--- config.mk ---
export PLATFORM = sky130hd
export DESIGN_NAME = rgb_quad_to_yuv420
export DESIGN_NICKNAME = d
export VERILOG_FILES = /design/src/design/rqy_pkg.sv /design/src/design/rqy_luma_lane.sv /design/src/design/rqy_chroma_merge.sv /design/src/design/rgb_quad_to_yuv420.sv
export SDC_FILE = /design/constraint.sdc
export NUM_CORES = 2
export LEC_CHECK = 0
export ABC_AREA = 1
export BUFFER_PORTS_ARGS = -buffer_cell sky130_fd_sc_hd__buf_2
export CAP_MARGIN = 30
export CORE_MARGIN = 4
export CORE_UTILIZATION = 30
export CTS_BUF_LIST = sky130_fd_sc_hd__clkbuf_4
export DETAILED_ROUTE_END_ITERATION = 10
export GPL_TIMING_DRIVEN = 0
export HOLD_SLACK_MARGIN = 0.02
export SYNTH_ARGS = -nofsm -noshare
export SYNTH_HDL_FRONTEND = slang
export SYNTH_SLANG_ARGS = --single-unit
--- constraint.sdc ---
create_clock -name clk -period 23.7 [get_ports clk]
set_clock_uncertainty 0.05 [all_clocks]
set_input_delay 4.74 -clock clk [delete_from_list [all_inputs] [get_ports clk]]
set_output_delay 4.74 -clock clk [all_outputs]
set_load 0.02 [all_outputs]
--- src/design/rqy_pkg.sv ---
// Shared types, coefficient tables and helpers for the RGB quad to YUV 4:2:0 converter.
// No dependencies.
package rqy_pkg;

    localparam int PIX_W   = 8;
    localparam int LUMA_PW = 16;
    localparam int CHR_PW  = 18;

    localparam logic CFG_FULL_RANGE    = 1'b0;
    localparam logic CFG_SWAP_RED_BLUE = 1'b1;

    localparam logic [PIX_W-1:0] LUMA_OFFSET   = 8'd16;
    localparam logic signed [10:0] CHR_OFFSET  = 11'sd128;

    typedef struct packed {
        logic [7:0] kr;
        logic [7:0] kg;
        logic [7:0] kb;
    } luma_coef_t;

    typedef struct packed {
        logic signed [8:0] kr;
        logic signed [8:0] kg;
        logic signed [8:0] kb;
    } chroma_coef_t;

    typedef struct packed {
        logic [PIX_W-1:0] red;
        logic [PIX_W-1:0] green;
        logic [PIX_W-1:0] blue;
    } pixel_t;

    typedef struct packed {
        logic load;
        logic full_range;
    } lane_ctrl_t;

    function automatic luma_coef_t luma_coef(input logic full_range);
        luma_coef_t c;
        if (full_range)
        begin
            c.kr = 8'd54;
            c.kg = 8'd183;
            c.kb = 8'd18;
        end
        else
        begin
            c.kr = 8'd46;
            c.kg = 8'd157;
            c.kb = 8'd15;
        end
        return c;
    endfunction

    function automatic chroma_coef_t u_coef(input logic full_range);
        chroma_coef_t c;
        if (full_range)
        begin
            c.kr = -9'sd29;
            c.kg = -9'sd98;
            c.kb = 9'sd127;
        end
        else
        begin
            c.kr = -9'sd25;
            c.kg = -9'sd86;
            c.kb = 9'sd112;
        end
        return c;
    endfunction

    function automatic chroma_coef_t v_coef(input logic full_range);
        chroma_coef_t c;
        if (full_range)
        begin
            c.kr = 9'sd127;
            c.kg = -9'sd115;
            c.kb = -9'sd11;
        end
        else
        begin
            c.kr = 9'sd112;
            c.kg = -9'sd102;
            c.kb = -9'sd10;
        end
        return c;
    endfunction

    function automatic logic [PIX_W-1:0] clamp_byte(input logic signed [10:0] v);
        logic [PIX_W-1:0] r;
        if (v < 11'sd0)
            r = 8'd0;
        else if (v > 11'sd255)
            r = 8'd255;
        else
            r = v[PIX_W-1:0];
        return r;
    endfunction

endpackage

--- src/design/rqy_luma_lane.sv ---
// One luma lane: registered weighted products, then sum, shift, video-range offset and clamp.
// Depends on rqy_pkg.
module rqy_luma_lane
    import rqy_pkg::*;
(
    input  logic             clk,
    input  lane_ctrl_t       ctrl,
    input  pixel_t           pix,
    output logic [PIX_W-1:0] luma
);

    luma_coef_t         coef;
    logic [LUMA_PW-1:0] prod_r_reg;
    logic [LUMA_PW-1:0] prod_g_reg;
    logic [LUMA_PW-1:0] prod_b_reg;
    logic [LUMA_PW:0]   sum;
    logic signed [10:0] y;

    assign coef = luma_coef(ctrl.full_range);

    always_ff @(posedge clk)
    begin
        if (ctrl.load)
        begin
            prod_r_reg <= LUMA_PW'(pix.red) * LUMA_PW'(coef.kr);
            prod_g_reg <= LUMA_PW'(pix.green) * LUMA_PW'(coef.kg);
            prod_b_reg <= LUMA_PW'(pix.blue) * LUMA_PW'(coef.kb);
        end
    end

    always_comb
    begin
        sum = {1'b0, prod_r_reg} + {1'b0, prod_g_reg} + {1'b0, prod_b_reg};
        y   = $signed({2'b00, sum[LUMA_PW:8]});
        if (!ctrl.full_range)
            y = y + $signed({3'b000, LUMA_OFFSET});
        luma = clamp_byte(y);
    end

endmodule

--- src/design/rqy_chroma_merge.sv ---
// Merging stage: averages the four lanes' pixels, forms U and V with floor shift and clamp.
// Depends on rqy_pkg.
module rqy_chroma_merge
    import rqy_pkg::*;
(
    input  logic             clk,
    input  lane_ctrl_t       ctrl,
    input  pixel_t           pix [4],
    output logic [PIX_W-1:0] chroma_blue,
    output logic [PIX_W-1:0] chroma_red
);

    chroma_coef_t            uc;
    chroma_coef_t            vc;
    logic [PIX_W+1:0]        sum_r;
    logic [PIX_W+1:0]        sum_g;
    logic [PIX_W+1:0]        sum_b;
    logic signed [PIX_W:0]   avg_r;
    logic signed [PIX_W:0]   avg_g;
    logic signed [PIX_W:0]   avg_b;
    logic signed [CHR_PW-1:0] pu_r_reg;
    logic signed [CHR_PW-1:0] pu_g_reg;
    logic signed [CHR_PW-1:0] pu_b_reg;
    logic signed [CHR_PW-1:0] pv_r_reg;
    logic signed [CHR_PW-1:0] pv_g_reg;
    logic signed [CHR_PW-1:0] pv_b_reg;
    logic signed [CHR_PW-1:0] su;
    logic signed [CHR_PW-1:0] sv;
    logic signed [10:0]       u;
    logic signed [10:0]       v;

    assign uc = u_coef(ctrl.full_range);
    assign vc = v_coef(ctrl.full_range);

    always_comb
    begin
        sum_r = 10'(pix[0].red) + 10'(pix[1].red) + 10'(pix[2].red) + 10'(pix[3].red);
        sum_g = 10'(pix[0].green) + 10'(pix[1].green) + 10'(pix[2].green)
              + 10'(pix[3].green);
        sum_b = 10'(pix[0].blue) + 10'(pix[1].blue) + 10'(pix[2].blue) + 10'(pix[3].blue);
        avg_r = $signed({1'b0, sum_r[PIX_W+1:2]});
        avg_g = $signed({1'b0, sum_g[PIX_W+1:2]});
        avg_b = $signed({1'b0, sum_b[PIX_W+1:2]});
    end

    always_ff @(posedge clk)
    begin
        if (ctrl.load)
        begin
            pu_r_reg <= avg_r * uc.kr;
            pu_g_reg <= avg_g * uc.kg;
            pu_b_reg <= avg_b * uc.kb;
            pv_r_reg <= avg_r * vc.kr;
            pv_g_reg <= avg_g * vc.kg;
            pv_b_reg <= avg_b * vc.kb;
        end
    end

    always_comb
    begin
        su = pu_r_reg + pu_g_reg + pu_b_reg;
        sv = pv_r_reg + pv_g_reg + pv_b_reg;
        u  = 11'(su >>> 8) + CHR_OFFSET;
        v  = 11'(sv >>> 8) + CHR_OFFSET;
        chroma_blue = clamp_byte(u);
        chroma_red  = clamp_byte(v);
    end

endmodule

--- src/design/rgb_quad_to_yuv420.sv ---
// Top level of the RGB 2x2 quad to YUV 4:2:0 converter (BT.709, 8.8 fixed point).
// Depends on rqy_pkg, rqy_luma_lane and rqy_chroma_merge.
//
// Usage:
//   Input channel: in_valid / in_stall carry one 2x2 quad of 8-bit pixels per
//   request; it is taken at a clock edge with in_valid high and in_stall low.
//   Output channel: out_valid / out_stall carry four luma bytes and one U and
//   one V byte per request.
//   Configuration: cfg_write with cfg_index and cfg_data sets full_range (index 0)
//   and swap_red_blue (index 1); write only while no request is in flight.
//   Pipeline: a request passes through one product register stage in the luma
//   lanes and chroma merge, then the output register that drives out_valid.
//   Throughput: one quad per cycle while out_stall stays low.
//   Stall: a stalled result holds on the outputs; the product stage, if empty,
//   still takes one more quad, after which in_stall rises until the output is taken.
//   Reset: both pipeline stages empty, full_range and swap_red_blue clear
//   (video range, R,G,B byte order).
module rgb_quad_to_yuv420
    import rqy_pkg::*;
(
    input  logic             clk,
    input  logic             rst_n,
    input  logic             cfg_write,
    input  logic             cfg_index,
    input  logic             cfg_data,
    input  logic             in_valid,
    output logic             in_stall,
    input  logic [PIX_W-1:0] top_left_c0,
    input  logic [PIX_W-1:0] top_left_c1,
    input  logic [PIX_W-1:0] top_left_c2,
    input  logic [PIX_W-1:0] top_right_c0,
    input  logic [PIX_W-1:0] top_right_c1,
    input  logic [PIX_W-1:0] top_right_c2,
    input  logic [PIX_W-1:0] bottom_left_c0,
    input  logic [PIX_W-1:0] bottom_left_c1,
    input  logic [PIX_W-1:0] bottom_left_c2,
    input  logic [PIX_W-1:0] bottom_right_c0,
    input  logic [PIX_W-1:0] bottom_right_c1,
    input  logic [PIX_W-1:0] bottom_right_c2,
    output logic             out_valid,
    input  logic             out_stall,
    output logic [PIX_W-1:0] luma_top_left,
    output logic [PIX_W-1:0] luma_top_right,
    output logic [PIX_W-1:0] luma_bottom_left,
    output logic [PIX_W-1:0] luma_bottom_right,
    output logic [PIX_W-1:0] chroma_blue,
    output logic [PIX_W-1:0] chroma_red
);

    logic             full_range_reg;
    logic             swap_reg;
    logic             v1_reg;
    logic             v1_next;
    logic             v2_reg;
    logic             v2_next;
    logic             adv1;
    logic             adv2;
    lane_ctrl_t       ctrl;
    logic [PIX_W-1:0] raw [4][3];
    pixel_t           pix [4];
    logic [PIX_W-1:0] luma [4];
    logic [PIX_W-1:0] cb;
    logic [PIX_W-1:0] cr;
    logic [PIX_W-1:0] luma_reg [4];
    logic [PIX_W-1:0] cb_reg;
    logic [PIX_W-1:0] cr_reg;

    always_ff @(posedge clk or negedge rst_n)
    begin
        if (!rst_n)
        begin
            full_range_reg <= 1'b0;
            swap_reg       <= 1'b0;
        end
        else if (cfg_write)
        begin
            case (cfg_index)
                CFG_FULL_RANGE:    full_range_reg <= cfg_data;
                CFG_SWAP_RED_BLUE: swap_reg       <= cfg_data;
                default:           ;
            endcase
        end
    end

    // advance each stage when empty or when the next one moves
    always_comb
    begin
        adv2    = !v2_reg || !out_stall;
        adv1    = !v1_reg || adv2;
        v1_next = adv1 ? in_valid : v1_reg;
        v2_next = adv2 ? v1_reg : v2_reg;
    end

    assign in_stall = !adv1;

    always_ff @(posedge clk or negedge rst_n)
    begin
        if (!rst_n)
        begin
            v1_reg <= 1'b0;
            v2_reg <= 1'b0;
        end
        else
        begin
            v1_reg <= v1_next;
            v2_reg <= v2_next;
        end
    end

    assign ctrl.load       = adv1 && in_valid;
    assign ctrl.full_range = full_range_reg;

    assign raw[0] = '{top_left_c0, top_left_c1, top_left_c2};
    assign raw[1] = '{top_right_c0, top_right_c1, top_right_c2};
    assign raw[2] = '{bottom_left_c0, bottom_left_c1, bottom_left_c2};
    assign raw[3] = '{bottom_right_c0, bottom_right_c1, bottom_right_c2};

    for (genvar p = 0; p < 4; p++)
    begin : g_lane
        assign pix[p].red   = swap_reg ? raw[p][2] : raw[p][0];
        assign pix[p].green = raw[p][1];
        assign pix[p].blue  = swap_reg ? raw[p][0] : raw[p][2];

        rqy_luma_lane u_lane (
            .clk  (clk),
            .ctrl (ctrl),
            .pix  (pix[p]),
            .luma (luma[p])
        );
    end

    rqy_chroma_merge u_merge (
        .clk         (clk),
        .ctrl        (ctrl),
        .pix         (pix),
        .chroma_blue (cb),
        .chroma_red  (cr)
    );

    always_ff @(posedge clk)
    begin
        if (adv2 && v1_reg)
        begin
            luma_reg <= luma;
            cb_reg   <= cb;
            cr_reg   <= cr;
        end
    end

    assign out_valid         = v2_reg;
    assign luma_top_left     = luma_reg[0];
    assign luma_top_right    = luma_reg[1];
    assign luma_bottom_left  = luma_reg[2];
    assign luma_bottom_right = luma_reg[3];
    assign chroma_blue       = cb_reg;
    assign chroma_red        = cr_reg;

endmodule

# Word level (Yosys, flattened, before mapping)
# Index checks and enable logic that the tools add are counted.
[totals] reg_bits=352 latchBits=0 ram_bits=0 romBits=0 out_inout_bits=50 elab_cells=117 mem_count=0
[classes] add_sub_neg=27 n_mul=18 n_div=0 magnitude_cmp=12 eq_ne=0 n_shift=0 mux=21 n_bitwise=1 n_reduce_logical=10
[op_table] op="$mul A8 B8 Y16" n=11
[op_table] op="$mux W8" n=14
[op_table] op="$add A18 B18 Y18" n=4
[op_table] op="$mul A9 B9 Y18" n=4
[op_table] op="$add A16 B16 Y17" n=4
[op_table] op="$add A17 B16 Y17" n=4
[op_table] op="$gt A11 B9 Y1 const B" n=6
[op_table] op="$lt A11 B1 Y1 const B" n=6
[op_table] op="$add A10 B8 Y10" n=6
[op_table] op="$mux W11" n=4
[op_table] op="$mux W21" n=2
[op_table] op="$add A9 B5 Y10 const B" n=4
[op_table] op="$add A8 B8 Y9" n=3
[op_table] op="$add A10 B9 Y11 const B" n=2
[op_table] op="$mux W22" n=1
[op_table] op="$mul A8 B7 Y15" n=1
[op_table] op="$mul A9 B6 Y15" n=1
[op_table] op="$mul A8 B6 Y14" n=1
[op_table] op="$logic_not A1 Y1" n=4
[op_table] op="$reduce_and A2 Y1" n=2
[op_table] op="$logic_and A1 B1 Y1" n=2
[op_table] op="$logic_or A1 B1 Y1" n=2
[op_table] op="$not A1 Y1" n=1

# Depth between registers and ports, before layout
[logic_depth] word_depth=6 ltp_mapped=46 ltp_nobuf=44

# Modules after synthesis
# A second synthesis with hierarchy kept.
[unflattened] cells_unflattened=5279 area_unflattened_um2=46814.9
[by_module_without_submodules] mod="rqy_chroma_merge" n_inst=1 cells_per_inst=1840 area_per_inst_um2=17282.8 seq_area_each_um2=3093.0
[by_module_without_submodules] mod="rqy_luma_lane (g_lane[1].u_lane ...)" n_inst=2 cells_per_inst=805 area_per_inst_um2=6800.3 seq_area_each_um2=1321.3
[by_module_without_submodules] mod="rqy_luma_lane (g_lane[3].u_lane)" n_inst=1 cells_per_inst=793 area_per_inst_um2=6779.0 seq_area_each_um2=1321.3
[by_module_without_submodules] mod="rqy_luma_lane (g_lane[0].u_lane)" n_inst=1 cells_per_inst=791 area_per_inst_um2=6777.8 seq_area_each_um2=1321.3
[by_module_without_submodules] mod="rgb_quad_to_yuv420" n_inst=1 cells_per_inst=245 area_per_inst_um2=2374.8 seq_area_each_um2=1541.5

# Least setup slack after synthesis
# Ideal clock, no wire load.
[synth_path] path_type="in2reg" from="in top_left_c1[0]" to="reg u_merge.pv_g_reg[17], data pin" setup_ns=0.263 arrival_time_ns=11.688 slack_ns=11.699 path_stages=33 cell_sequence="ha_1 inv_1 fa_1 o21ai_0 a21oi_1 o21ai_0 xnor2_1 fa_1 inv_1 ha_1 nand4_1 o221ai_1 xor2_1 inv_1 nor2_1 inv_1 fa_1 inv_1 fa_1 inv_1 fa_1 inv_1 fa_1 ha_1 ha_1 a21oi_1 nand2_1 a21oi_1 o21ai_0 a21boi_0 o21ai_0 a21oi_1 xor2_1"
[synth_via] elab_chain_len=4
[synth_rtl] item="start, declared" line="rgb_quad_to_yuv420.sv:29" rtl="input logic [PIX_W-1:0] top_left_c1,"
[synth_rtl] item="$add A8 B8 Y9" line="rqy_chroma_merge.sv:38" rtl="sum_g = 10'(pix[0].green) + 10'(pix[1].green) + 10'(pix[2].green)"
[synth_rtl] item="$add A10 B8 Y10" line="rqy_chroma_merge.sv:38"
[synth_rtl] item="$add A10 B8 Y10" line="rqy_chroma_merge.sv:39" rtl="+ 10'(pix[3].green);"
[synth_rtl] item="$mul A9 B9 Y18" line="rqy_chroma_merge.sv:54" rtl="pv_g_reg <= avg_g * vc.kg;"
[synth_rtl] item="end signal, assigned" line="rqy_chroma_merge.sv:54"
[synth_rtl] item="end, declared" line="rqy_chroma_merge.sv:25" rtl="logic signed [CHR_PW-1:0] pv_g_reg;"
# No other way between the ends.
# A chain may end at the register's enable or synchronous reset.

==> impl_summary.md <==
Worst setup path
By instance count, the cell type seen most on the critical path is inv_1. STA classifies the critical path startpoint as an input port. The maximum fanout encountered on the critical timing path is 7. The slowest stage of the critical path belongs to the cell xor2_1. The data required time of the worst path is 24.36 ns. The data arrival time at the worst-slack endpoint is approximately 14 ns. The largest single stage delay on the critical path is between 0.6 and 0.7 ns. STA classifies the critical path endpoint as a register. The category of the critical setup timing path is input port to register.

Placement
Summing all placed instances gives a cell area of around 49000 um^2. Routability-driven placement finished with a final weighted congestion of a little over 0.9. Before CTS, the worst setup slack after placement is between 9 and 10 ns. Once placement completed, the tool counted placed cells totaling 7138.

The HPWL after detailed placement is roughly 110000 um. During placement, the flow inserted port buffers numbering ~150.

STA
Measured against its own limit, the worst slew margin works out to 0.279. The maximum operating frequency is between 0.07 and 0.08 GHz. The max-slew violation count is 0. Setup repair after global routing left no endpoint under its margin. The accumulated negative setup slack is 0 ns. The share of the clock period used by the worst path after layout is 0.543. The hold violation total from the final report is 0. The minimum setup slack in the final design is approximately 11 ns. At the pin with the least slew margin, the transition time is approximately 1.1 ns. The total setup violations reported at the end of the flow is 0. The clock period minus final worst setup slack is roughly 13 ns.

Layout
The growth of design area from synthesis to finish is 11.1%. The final net count is 6658. The register with the most flip-flops in the layout has 64 of them. The finished cells cover 50000 um^2. Of the cells placed in the final design, the portion with a size suffix greater than 1 is 0.0702.

The count of placed standard cells in the final layout, fillers left out is about 7300.

Route
The number of vias in the routed layout is roughly 33000. For this run, design rule violations remaining after detail routing come to 0. For this block, the routed nets add up to approximately 120000 um of wire. Before antenna repair, the detailed router went through 7 iterations.

In this run, the number of DRC markers left after iteration 0 of detailed routing was between 2000 and 2500. The count of nets left with antenna violations once routing finished came out at 0. The number of vias per cell after detailed routing is between 4 and 5. After detailed routing, the average wire length per cell comes to 16.8 um.

Global route
The remaining global-route overflow is 0. Entering global routing, the biggest net connects 131 pins. The initial antenna violation count is 17. The first-pass GRT wire length is 192000 um. Across every metal layer, demand over resource in global routing totals 0.159. The number of global-route vias before repair is about 34000.

Synthesis
The top-area cell type share of the netlist area is 0.229. The total of warnings raised by yosys is 0. The synthesized design contains about 320 enable-type register cells.

Averaged over all synthesized cells, the footprint is 9.11 um^2. After synthesis, the cell types taking the most area are ha_1, fa_1, edfxtp_1. The share of the Yosys chip area taken by registers is 0.216. The most used flip-flop cell after synthesis is edfxtp_1. Synthesis inferred around 330 register bits. ha_1 takes more of the synthesized area than any other cell.

The mapped netlist covers 45100 um^2. The async set or reset register ratio after synthesis is 0.0123. Yosys instantiated no cell more often than inv_1.

Sorting the synthesized cells by how often they occur yields inv_1, ha_1, nand2_1. The count of mapped cells out of synthesis is 4946. The number of different library cells in the post-synthesis netlist is 46.

Run
The number of max-cap violations is 0.

CTS
TritonCTS built the clock tree. Buffers inserted during clock tree synthesis total between 90 and 100. The count of clock tree sinks is 325. The clock passes through at most 3 buffers. At the later pin of the worst-skew pair, clock insertion delay measures just over 1 ns. Post-CTS timing repair inserted 0 buffers for setup. In this run, post-CTS repair resized a total of 0 instances. The number of levels the H-tree was split into is 3. The clock slew seen by the registers of the worst setup and hold paths is 0.07 ns.

The tree is rooted in a clkbuf_4. The number of hold buffers added after cts is 0.

Min path
The tightest min-delay check is of the register to register type.

Floorplan
153 I/O pins were placed. The width of the chip is 396 um. The die covers roughly 160000 um^2. From bottom edge to top edge, the die measures 396 um. For this configuration, the core starts out at a cell density of 0.303. The core area is around 150000 um^2. The row count is 141.

Outcome
The flow ran to the end, and the final reports show no timing, DRC or antenna violations.
critical path: cells and delay by family:
kind / cells / cell delay [ns]
adder cells (fa/ha/maj): 9 / 3.97
buffers and inverters: 10 / 0.90
AND/OR/NAND/NOR: 4 / 0.50
AO/OA/AOI/OAI: 10 / 2.11
XOR/XNOR: 3 / 1.31
per-layer routing:
layer | up-vias | GRT usage | wire, um | part of all wire
met1 | 15631 | 0.218 | 56500 | 0.46
li1 | 16369 | - | - | -
met3 | 155 | 0.0299 | 7880 | 0.064
met5 | - | 0 | 13 | 0.00011
met2 | 768 | 0.256 | 55500 | 0.45
met4 | 2 | 0.0442 | 3410 | 0.028
final timing paths:
| path | start | endpoint | slack, ns | depth (start not counted) |
|---|---|---|---|---|
| worst min register to register | v1_reg$_DFFE_PN0N_ | out_valid$_DFFE_PN0P_ | 0.45 | 2 |
| worst max register to register | swap_reg$_DFFE_PN0P_ | u_merge.pv_r_reg[14]$_DFFE_PP_ | 12.82 | 36 |
| worst max-delay path | top_left_c2[0] | u_merge.pv_r_reg[14]$_DFFE_PP_ | 10.82 | 36 |
| worst min-delay path | v1_reg$_DFFE_PN0N_ | out_valid$_DFFE_PN0P_ | 0.45 | 2 |
| min in group asynchronous | rst_n | swap_reg$_DFFE_PN0P_ | 3.49 | 1 |
| max in group asynchronous | rst_n | full_range_reg$_DFFE_PN0P_ | 19.97 | 1 |
kinds of logic (layout without fill, tap and decap cells):
group,after synthesis,count (layout),synth area share
AND/OR/NAND/NOR,1176,1176,0.106
flip-flops,325,325,0.216
AO/OA/AOI/OAI,617,617,0.0771
buffers and inverters,1280,1639,0.107
XOR/XNOR,226,226,0.0444
adder cells (fa/ha/maj),1320,1320,0.449
other,2,31,0.000167
cell usage in the layout (no fill, tap or decap), types with 72 or more instances in the layout:
master,count
inv_1,1204
ha_1,823
nand2_1,690
fa_1,497
edfxtp_1,321
a21oi_1,278
nor2_1,277
o21ai_0,191
buf_2,159
xor2_1,151
clkbuf_4,129
nand3_1,121
xnor2_1,72
metrics by stage:
step / hold WS (ns) / utilization
after floorplan: 0.383 / -
after global placement: 0.393 / 0.326
after detailed placement: 0.436 / 0.328
after CTS: 0.450 / 0.337
after global routing: 0.495 / 0.337
final: 0.451 / 0.337
area by class of cell:
class | count | area (um^2)
Buffer | 70 | 270
Multi-Input combinational cell | 3350 | 30600
Sequential cell | 325 | 9740
Antenna cell | 20 | 50.0
Inverter | 1210 | 4550
Clock buffer | 129 | 968
Timing Repair Buffer | 181 | 1140
Clock inverter | 49 | 273
Tap cell | 2002 | 2500
Fill cell | 15529 | 98500
Power is not shown: default switching activity piles up to over one toggle a cycle in this logic, so the estimate is an artifact.
